**src/design/wfrd_pkg.sv**
```systemverilog
`timescale 1ns / 1ps
// ----------------------------------------------------------------------------
// wfrd_pkg: shared widths, constants and helper functions
// Field widths of the date and day-number datapath, the reciprocal used for
// the constant divide by 25, and the month offset table.
// ----------------------------------------------------------------------------
package wfrd_pkg;

    localparam int YEAR_W  = 14;
    localparam int MONTH_W = 4;
    localparam int DAY_W   = 5;
    localparam int WDAY_W  = 3;

    // Internal day count: large enough for any 14-bit year.
    localparam int DN_W    = 23;
    // Output field widths.
    localparam int DNO_W   = 22;
    localparam int DIFF_W  = 23;

    // floor(x / 25) == (x * 1311) >> 15 for every x below 4681.
    localparam int RECIP_25    = 1311;
    localparam int RECIP_SHIFT = 15;

    localparam logic [MONTH_W-1:0] MONTH_JAN = 4'd1;
    localparam logic [MONTH_W-1:0] MONTH_FEB = 4'd2;
    localparam logic [MONTH_W-1:0] MONTH_DEC = 4'd12;

    // Configuration register indexes.
    localparam logic [1:0] REG_YEAR    = 2'd0;
    localparam logic [1:0] REG_MONTH   = 2'd1;
    localparam logic [1:0] REG_DAY     = 2'd2;
    localparam logic [1:0] REG_WEEKDAY = 2'd3;

    typedef logic [DN_W-1:0] day_count_t;

    // Days in the months before the given one, for a common year.
    function automatic logic [8:0] days_before(input logic [MONTH_W-1:0] m);
        logic [8:0] r;
        case (m)
            4'd1:    r = 9'd0;
            4'd2:    r = 9'd31;
            4'd3:    r = 9'd59;
            4'd4:    r = 9'd90;
            4'd5:    r = 9'd120;
            4'd6:    r = 9'd151;
            4'd7:    r = 9'd181;
            4'd8:    r = 9'd212;
            4'd9:    r = 9'd243;
            4'd10:   r = 9'd273;
            4'd11:   r = 9'd304;
            default: r = 9'd334;
        endcase
        return r;
    endfunction

    // Remainder modulo 7 by folding 3-bit groups, since 8 is 1 modulo 7.
    function automatic logic [2:0] mod7(input day_count_t n);
        logic [23:0] padded;
        logic [5:0]  sum1;
        logic [3:0]  sum2;
        logic [3:0]  sum3;
        padded = {1'b0, n};
        sum1 = 6'd0;
        for (int g = 0; g < 8; g++)
        begin
            sum1 = sum1 + 6'(padded[3*g +: 3]);
        end
        sum2 = 4'(sum1[5:3]) + 4'(sum1[2:0]);
        sum3 = 4'(sum2[3]) + 4'(sum2[2:0]);
        if (sum3 >= 4'd7)
        begin
            sum3 = sum3 - 4'd7;
        end
        return sum3[2:0];
    endfunction

endpackage

```
**src/design/wfrd_day_count.sv**
```systemverilog
`timescale 1ns / 1ps
// ----------------------------------------------------------------------------
// wfrd_day_count: four-stage Gregorian day number pipeline
// Clamps the date, splits the year into 365*(y-1) and the leap corrections
// through reciprocal multiplies, then sums in two adder stages.
// ----------------------------------------------------------------------------
module wfrd_day_count #(
    parameter int MAX_YEAR = 9999
) (
    input  logic                          clk,
    input  logic [3:0]                    en,
    input  logic [wfrd_pkg::YEAR_W-1:0]   year,
    input  logic [wfrd_pkg::MONTH_W-1:0]  month,
    input  logic [wfrd_pkg::DAY_W-1:0]    day,
    output wfrd_pkg::day_count_t          day_number
);

    localparam logic [15:0] MaxYear16 = 16'(MAX_YEAR);
    localparam logic [22:0] Recip     = 23'(wfrd_pkg::RECIP_25);
    localparam int          QHi       = 22;
    localparam int          QLo       = wfrd_pkg::RECIP_SHIFT;

    // Stage 1
    logic [13:0] y_clip;
    logic [13:0] y1_next;
    logic [22:0] mul_y1_next;
    logic [22:0] mul_y_next;
    logic [wfrd_pkg::MONTH_W-1:0] m_clip;

    logic [13:0] y1_reg;
    logic [22:0] mul_y1_reg;
    logic [22:0] mul_y_reg;
    logic [11:0] yq_reg;
    logic [1:0]  ylow_reg;
    logic [wfrd_pkg::MONTH_W-1:0] m1_reg;
    logic [wfrd_pkg::DAY_W-1:0]   d1_reg;

    always_comb
    begin
        if (year == '0)
        begin
            y_clip = 14'd1;
        end
        else if ({2'b00, year} > MaxYear16)
        begin
            y_clip = MaxYear16[13:0];
        end
        else
        begin
            y_clip = year;
        end
        if (month == '0)
        begin
            m_clip = wfrd_pkg::MONTH_JAN;
        end
        else if (month > wfrd_pkg::MONTH_DEC)
        begin
            m_clip = wfrd_pkg::MONTH_DEC;
        end
        else
        begin
            m_clip = month;
        end
        y1_next     = y_clip - 14'd1;
        mul_y1_next = {11'd0, y1_next[13:2]} * Recip;
        mul_y_next  = {11'd0, y_clip[13:2]} * Recip;
    end

    always_ff @(posedge clk)
    begin
        if (en[0])
        begin
            y1_reg     <= y1_next;
            mul_y1_reg <= mul_y1_next;
            mul_y_reg  <= mul_y_next;
            yq_reg     <= y_clip[13:2];
            ylow_reg   <= y_clip[1:0];
            m1_reg     <= m_clip;
            d1_reg     <= day;
        end
    end

    // Stage 2: quotients by 100, leap test, 365*(y-1), month offset.
    logic [7:0]  q100_next;
    logic [7:0]  cent;
    logic [12:0] cent25;
    logic        leap;
    logic [22:0] y365_next;

    logic [22:0] y365_reg;
    logic [11:0] q4_reg;
    logic [7:0]  q100_reg;
    logic        leap_add_reg;
    logic [8:0]  dbm_reg;
    logic [wfrd_pkg::DAY_W-1:0] d2_reg;

    always_comb
    begin
        q100_next = mul_y1_reg[QHi:QLo];
        cent      = mul_y_reg[QHi:QLo];
        cent25    = 13'({cent, 4'b0000}) + 13'({cent, 3'b000}) + 13'(cent);
        // Leap: divisible by 4, and either not a century or a century divisible by 4.
        leap      = (ylow_reg == 2'd0) &&
                    (({1'b0, yq_reg} != cent25) || (cent[1:0] == 2'd0));
        y365_next = {9'd0, y1_reg} * 23'd365;
    end

    always_ff @(posedge clk)
    begin
        if (en[1])
        begin
            y365_reg     <= y365_next;
            q4_reg       <= y1_reg[13:2];
            q100_reg     <= q100_next;
            leap_add_reg <= leap && (m1_reg > wfrd_pkg::MONTH_FEB);
            dbm_reg      <= wfrd_pkg::days_before(m1_reg);
            d2_reg       <= d1_reg;
        end
    end

    // Stage 3: year part and month/day part summed separately.
    logic [22:0] yr_part_reg;
    logic [8:0]  md_part_reg;

    always_ff @(posedge clk)
    begin
        if (en[2])
        begin
            yr_part_reg <= y365_reg + 23'(q4_reg) - 23'(q100_reg) + 23'(q100_reg[7:2]);
            md_part_reg <= dbm_reg + 9'(leap_add_reg) + 9'(d2_reg);
        end
    end

    // Stage 4: final day number.
    wfrd_pkg::day_count_t dn_reg;

    always_ff @(posedge clk)
    begin
        if (en[3])
        begin
            dn_reg <= yr_part_reg + 23'(md_part_reg);
        end
    end

    assign day_number = dn_reg;

endmodule

```
**src/design/wfrd_result.sv**
```systemverilog
`timescale 1ns / 1ps
// ----------------------------------------------------------------------------
// wfrd_result: difference and weekday stages
// Forms the signed day difference and both day numbers modulo 7, then the
// weekday in the output register.
// ----------------------------------------------------------------------------
module wfrd_result (
    input  logic                              clk,
    input  logic [1:0]                        en,
    input  wfrd_pkg::day_count_t              target_dn,
    input  wfrd_pkg::day_count_t              known_dn,
    input  logic [wfrd_pkg::WDAY_W-1:0]       ref_weekday,
    output logic [wfrd_pkg::DNO_W-1:0]        day_number,
    output logic [wfrd_pkg::DIFF_W-1:0]       day_difference,
    output logic [wfrd_pkg::WDAY_W-1:0]       weekday
);

    // Stage 5
    wfrd_pkg::day_count_t dn_reg;
    logic [23:0]          diff_reg;
    logic [2:0]           t7_reg;
    logic [2:0]           k7_reg;

    always_ff @(posedge clk)
    begin
        if (en[0])
        begin
            dn_reg   <= target_dn;
            diff_reg <= {1'b0, target_dn} - {1'b0, known_dn};
            t7_reg   <= wfrd_pkg::mod7(target_dn);
            k7_reg   <= wfrd_pkg::mod7(known_dn);
        end
    end

    // Stage 6: (ref_weekday + target - known) mod 7, kept non-negative by adding 7.
    logic [4:0] wsum;
    logic [2:0] wd_next;

    always_comb
    begin
        wsum = 5'(ref_weekday) + 5'(t7_reg) + 5'd7 - 5'(k7_reg);
        if (wsum >= 5'd14)
        begin
            wsum = wsum - 5'd14;
        end
        else if (wsum >= 5'd7)
        begin
            wsum = wsum - 5'd7;
        end
        wd_next = wsum[2:0];
    end

    logic [wfrd_pkg::DNO_W-1:0]  dno_reg;
    logic [wfrd_pkg::DIFF_W-1:0] diff_out_reg;
    logic [wfrd_pkg::WDAY_W-1:0] wd_reg;

    always_ff @(posedge clk)
    begin
        if (en[1])
        begin
            dno_reg      <= dn_reg[wfrd_pkg::DNO_W-1:0];
            diff_out_reg <= diff_reg[wfrd_pkg::DIFF_W-1:0];
            wd_reg       <= wd_next;
        end
    end

    assign day_number     = dno_reg;
    assign day_difference = diff_out_reg;
    assign weekday        = wd_reg;

endmodule

```
**src/design/weekday_from_reference_date.sv**
```systemverilog
`timescale 1ns / 1ps
// An accepted request passes the day-count stages, then the result stages, to the output.
// Throughput: one date per cycle while results are taken; six register stages.
// A stalled output backs the pipeline up stage by stage, so bubbles are squeezed out.
// Reset clears all stage valid bits and loads the reference registers with 2000-01-01,
// weekday Saturday; after reset or a write the reference day number settles in its own pipe.
// ----------------------------------------------------------------------------
// weekday_from_reference_date: Gregorian day number, difference and weekday
// Computes the day number of a date counted from 1 January of year 1, its
// signed distance to a configurable reference date, and its weekday.
// ----------------------------------------------------------------------------
module weekday_from_reference_date #(
    parameter int MAX_YEAR = 9999
) (
    input  logic        clk,
    input  logic        rst_n,

    // Input requests.
    input  logic        s_tvalid,
    output logic        s_tready,
    input  logic [23:0] s_tdata,    // year [13:0], month [17:14], day [22:18], zero [23]

    // Results.
    output logic        m_tvalid,
    input  logic        m_tready,
    output logic [47:0] m_tdata,    // day_number [21:0], day_difference [44:22], weekday [47:45]

    // Configuration writes.
    input  logic        cfg_wr_en,
    input  logic [1:0]  cfg_index,
    input  logic [13:0] cfg_wdata
);

    localparam int Stages = 6;

    // ------------------------------------------------------------------
    // Reference date registers. Software must write these only while no request is in
    // flight; the block itself does not enforce it, and every stage reads them directly.
    // ------------------------------------------------------------------
    logic [wfrd_pkg::YEAR_W-1:0]  ref_year_reg;
    logic [wfrd_pkg::MONTH_W-1:0] ref_month_reg;
    logic [wfrd_pkg::DAY_W-1:0]   ref_day_reg;
    logic [wfrd_pkg::WDAY_W-1:0]  ref_weekday_reg;

    always_ff @(posedge clk or negedge rst_n)
    begin
        if (!rst_n)
        begin
            ref_year_reg    <= 14'd2000;
            ref_month_reg   <= 4'd1;
            ref_day_reg     <= 5'd1;
            ref_weekday_reg <= 3'd6;
        end
        else if (cfg_wr_en)
        begin
            unique case (cfg_index)
                wfrd_pkg::REG_YEAR:    ref_year_reg    <= cfg_wdata[13:0];
                wfrd_pkg::REG_MONTH:   ref_month_reg   <= cfg_wdata[3:0];
                wfrd_pkg::REG_DAY:     ref_day_reg     <= cfg_wdata[4:0];
                wfrd_pkg::REG_WEEKDAY: ref_weekday_reg <= cfg_wdata[2:0];
                default:               ref_year_reg    <= ref_year_reg;
            endcase
        end
    end

    // ------------------------------------------------------------------
    // Stage control. Each stage loads when it is empty or when the stage
    // after it loads; the last stage is the output register.
    // ------------------------------------------------------------------
    logic [Stages-1:0] valid_reg;
    logic [Stages-1:0] valid_next;
    logic [Stages-1:0] en;

    always_comb
    begin
        en[Stages-1] = !valid_reg[Stages-1] || m_tready;
        for (int i = Stages - 2; i >= 0; i--)
        begin
            en[i] = !valid_reg[i] || en[i+1];
        end
        valid_next[0] = en[0] ? s_tvalid : valid_reg[0];
        for (int i = 1; i < Stages; i++)
        begin
            valid_next[i] = en[i] ? valid_reg[i-1] : valid_reg[i];
        end
    end

    always_ff @(posedge clk or negedge rst_n)
    begin
        if (!rst_n)
        begin
            valid_reg <= '0;
        end
        else
        begin
            valid_reg <= valid_next;
        end
    end

    assign s_tready = en[0];
    assign m_tvalid = valid_reg[Stages-1];

    // ------------------------------------------------------------------
    // Target day number follows the request through stages 1 to 4. The
    // reference day number runs through its own copy of the same pipe,
    // always enabled, so it follows every register write stage by stage; a
    // request accepted right after a write meets the new value at stage 5.
    // ------------------------------------------------------------------
    wfrd_pkg::day_count_t target_dn;
    wfrd_pkg::day_count_t known_dn;

    wfrd_day_count #(
        .MAX_YEAR (MAX_YEAR)
    ) u_target_count (
        .clk        (clk),
        .en         (en[3:0]),
        .year       (s_tdata[13:0]),
        .month      (s_tdata[17:14]),
        .day        (s_tdata[22:18]),
        .day_number (target_dn)
    );

    wfrd_day_count #(
        .MAX_YEAR (MAX_YEAR)
    ) u_known_count (
        .clk        (clk),
        .en         (4'b1111),
        .year       (ref_year_reg),
        .month      (ref_month_reg),
        .day        (ref_day_reg),
        .day_number (known_dn)
    );

    // Stages 5 and 6: difference, modulo-7 reduction and the output register.
    logic [wfrd_pkg::DNO_W-1:0]  out_day_number;
    logic [wfrd_pkg::DIFF_W-1:0] out_difference;
    logic [wfrd_pkg::WDAY_W-1:0] out_weekday;

    wfrd_result u_result (
        .clk            (clk),
        .en             (en[5:4]),
        .target_dn      (target_dn),
        .known_dn       (known_dn),
        .ref_weekday    (ref_weekday_reg),
        .day_number     (out_day_number),
        .day_difference (out_difference),
        .weekday        (out_weekday)
    );

    assign m_tdata = {out_weekday, out_difference, out_day_number};

    // ------------------------------------------------------------------
    // Assertions
    // ------------------------------------------------------------------

    // Requests are refused only when every stage holds an item.
    assert property (@(posedge clk) disable iff (!rst_n)
        !s_tready |-> (valid_reg == {Stages{1'b1}}))
    else $error("input refused while the pipeline has an empty stage");

    // Items in flight change only by accepted requests and delivered results.
    assert property (@(posedge clk) disable iff (!rst_n)
        $past(rst_n) |->
        ($countones(valid_reg) == $countones($past(valid_reg))
            + $past(s_tvalid && s_tready) - $past(m_tvalid && m_tready)))
    else $error("pipeline occupancy lost or duplicated an item");

    // The weekday is always reduced into Sunday to Saturday.
    assert property (@(posedge clk) disable iff (!rst_n)
        m_tvalid |-> (m_tdata[47:45] != 3'd7))
    else $error("weekday out of range");

endmodule

```
**config.mk**
```make
export PLATFORM = sky130hd
export DESIGN_NAME = weekday_from_reference_date
export DESIGN_NICKNAME = d
export VERILOG_FILES = /design/src/design/wfrd_pkg.sv /design/src/design/wfrd_day_count.sv /design/src/design/wfrd_result.sv /design/src/design/weekday_from_reference_date.sv
export SDC_FILE = /design/constraint.sdc
export NUM_CORES = 2
export LEC_CHECK = 0
export BUFFER_PORTS_ARGS = -buffer_cell sky130_fd_sc_hd__buf_2
export CORE_MARGIN = 1
export CORE_UTILIZATION = 60
export CTS_CLUSTER_DIAMETER = 120
export DETAILED_ROUTE_END_ITERATION = 8
export PLACE_DENSITY = 0.85
export SLEW_MARGIN = 10
export SYNTH_ARGS = -nofsm -noshare
export SYNTH_HDL_FRONTEND = slang
export SYNTH_SLANG_ARGS = --single-unit
```
**constraint.sdc**
```tcl
create_clock -name clk -period 10.3 [get_ports clk]
set_input_delay 2.06 -clock clk [delete_from_list [all_inputs] [get_ports clk]]
set_output_delay 2.06 -clock clk [all_outputs]
set_load 0.005 [all_outputs]
```
==> flow_metrics.env <==
export IMPL_cts_buffers=46
export IMPL_met1_length_mm=29.5
export IMPL_final_setup_viol_count=0
export IMPL_synthFlopType="edfxtp_1"
export IMPL_met2_length_mm=35.5
export IMPL_drv_slew=0
export IMPL_std_cell_rows=91
export IMPL_finalCritPeriodShare_pct=92.5
export IMPL_die_h_um=253
export IMPL_slew_headroom_pct=21.7
export IMPL_rr_worst_depth=28
export IMPL_dr_pass1_iters=5
export IMPL_cpPeakStageDelay_ns=0.64
export IMPL_wl_met3_mm=3.00
export IMPL_status="finished, final reports clean"
export IMPL_period_minus_slack_ns=9.53
export IMPL_hpwlAfterDp_mm=55.3
export IMPL_die_x_um=253
export IMPL_layout_commonest_cell="inv_1"
export IMPL_cp_buffers_inverters=6
export IMPL_postSynthAreaPerCell_um2=11.1
export IMPL_root_buffer="clkbuf_16"
export IMPL_syn_num_nets=4453
export IMPL_arrival_ns=9.84
export IMPL_drive_gt1_share_pct=7.08
export IMPL_cp_slowest_cell="xnor2_2"
export IMPL_htree_num_levels=2
export IMPL_area_growth_pct=8.42
export IMPL_io_buffers=93
export IMPL_cts_resized=0
export IMPL_antenna_cells=0
export IMPL_die_area_um2=63800
export IMPL_hold_violations=0
export IMPL_clkLatencyLatePin_ns=0.57
export IMPL_maxCapViolCount=0
export IMPL_ys_async_sr_fraction_pct=6.91
export IMPL_final_antenna_net_count=0
export IMPL_fin_worst_skew_ns=0.0131
export IMPL_synth_edf_count=265
export IMPL_cts_hold_buf=0
export IMPL_synth_seq_area_share_pct=32.1
export IMPL_crit_top_cell="inv_1"
export IMPL_end_kind="flip-flop"
export IMPL_worstMarginPinSlew_ns=1.17
export IMPL_holdPathStages=0
export IMPL_vias=23500
export IMPL_via_per_inst=5.34
export IMPL_postCtsSetupRepairBufs=0
export IMPL_cp_depth=33
export IMPL_wl_per_cell_um=15.9
export IMPL_route_top_layer_used="met4"
export IMPL_synth_cell_types=79
export IMPL_gp_congestion=0.901
export IMPL_io_pins=95
export IMPL_worstPathRequired_ns=10.61
export IMPL_max_freq_mhz=105
export IMPL_worstSetupStartpointType="input port"
export IMPL_critPathTopFamily="compound AO/OA/AOI/OAI gates"
export IMPL_drc=0
export IMPL_grt_overflow_total=0
export IMPL_cp_max_fo=13
export IMPL_tns_ns=0
export IMPL_core_um2=61900
export IMPL_grt_usage_pct=23.0
export IMPL_cts_sinks=463
export IMPL_finalNetCount=4599
export IMPL_drt_wl_total_mm=70.0
export IMPL_clockBufferDepth=3
export IMPL_min_path_type="reg2reg"
export IMPL_grt_pass1_vias=25100
export IMPL_dr_first_iter_drc_count=1168
export IMPL_grt_pass1_wl_mm=119
export IMPL_synth_area_um2=37700
export IMPL_grt_max_degree=60
export IMPL_clkTransAtPathRegs_ns=0.06
export IMPL_ys_warn_count=0
export IMPL_ys_ff_latch=463
export IMPL_synthCells=3390
export IMPL_rsz0062_at_grt="false"
export IMPL_antenna_found_initial=0
export IMPL_mostFrequentLayoutCells="inv_1 (727), ha_1 (697), fa_1 (321)"
export IMPL_cts_tree="done"
export IMPL_path_class="in2reg"
export IMPL_initial_core_util_pct=60.9
-- metrics by stage --
step                      area (um2)  util, %  cells  setup slack, ns  hold WS (ns)
after CTS                      40900     66.0   4409            0.782         0.320
after global placement         39300     63.5   4325            0.523         0.312
after detailed placement       39300     63.5   4325            0.217         0.312
after global routing           40900     66.0   4409            0.214         0.325
final                          40900     66.0   4409            0.771         0.320
after floorplan                37700        -   3390            0.865         0.310
-- cell usage after synthesis, types with 4 or more instances --
master,number,area share [%]
o2111ai_1,9,0.21
a21oi_1,121,1.6
o21ai_0,82,1.1
xor2_1,71,1.6
o31ai_1,10,0.20
nand3b_1,5,0.10
dfrtp_1,22,1.5
o21a_1,26,0.52
or3_1,10,0.17
nor3b_1,5,0.10
o21bai_1,13,0.26
xnor2_2,4,0.17
and3_1,13,0.22
and2_1,11,0.18
dfxtp_1,166,8.8
o31a_1,4,0.093
nor4_1,9,0.15
fa_1,321,17
a22o_1,4,0.093
nand2_1,101,1.0
mux2_2,29,0.87
a21boi_0,12,0.24
nor2b_1,20,0.33
clkbuf_1,12,0.12
ha_1,697,23
o211ai_1,4,0.080
nand2b_1,14,0.23
nor2_1,134,1.3
a31oi_1,6,0.10
a211oi_1,19,0.38
or2_2,7,0.12
nand3_1,42,0.56
dfstp_2,10,0.70
a21o_1,73,1.5
nor3_1,40,0.53
nand4_1,12,0.20
o22ai_1,4,0.066
inv_1,728,7.2
edfxtp_1,265,21
xnor2_1,191,4.4
a2111oi_0,4,0.093
-- final timing paths --
path	from	end	slack [ns]
max	s_tdata[4]	u_target_count.mul_y1_reg[22]	0.77
min	u_known_count.mul_y1_reg[19]	u_known_count.q100_reg[4]	0.32
max reg2reg	ref_year_reg[13]	u_known_count.mul_y1_reg[22]	1.61
min reg2reg	u_known_count.mul_y1_reg[19]	u_known_count.q100_reg[4]	0.32
max in group asynchronous	rst_n	ref_year_reg[5]	8.17
min in group asynchronous	rst_n	ref_weekday_reg[0]	1.60
-- kinds of logic after synthesis --
family | count (synthesis) | share of synthesized area [%]
adders and majority gates | 1019 | 40.2
buffers and inverters | 742 | 7.39
DFF | 463 | 32.1
and+or+nand+nor | 436 | 5.55
AOI/OAI and AO/OA | 432 | 7.53
xor gates and xnor gates | 267 | 6.33
muxes | 31 | 0.919
-- final cells by class --
class                      instances  area [um2]
sequential                       463       12100
multi-input combinational       2185       22800
fill                            4356       21100
timing repair buffer             111         601
clock buffer                      60        1290
tap                              837        1050
inverter                         729        2740
clock inverter                    24         275
-- per-layer routing --
layer  up-vias  global-route usage, %
met5         -                      0
met4         0                   7.84
met3       138                   3.02
met2       503                   41.3
met1     11400                   28.4
li1      11500                      -
Power is not shown: default switching activity piles up to over one toggle a cycle in this logic, so the estimate is an artifact.
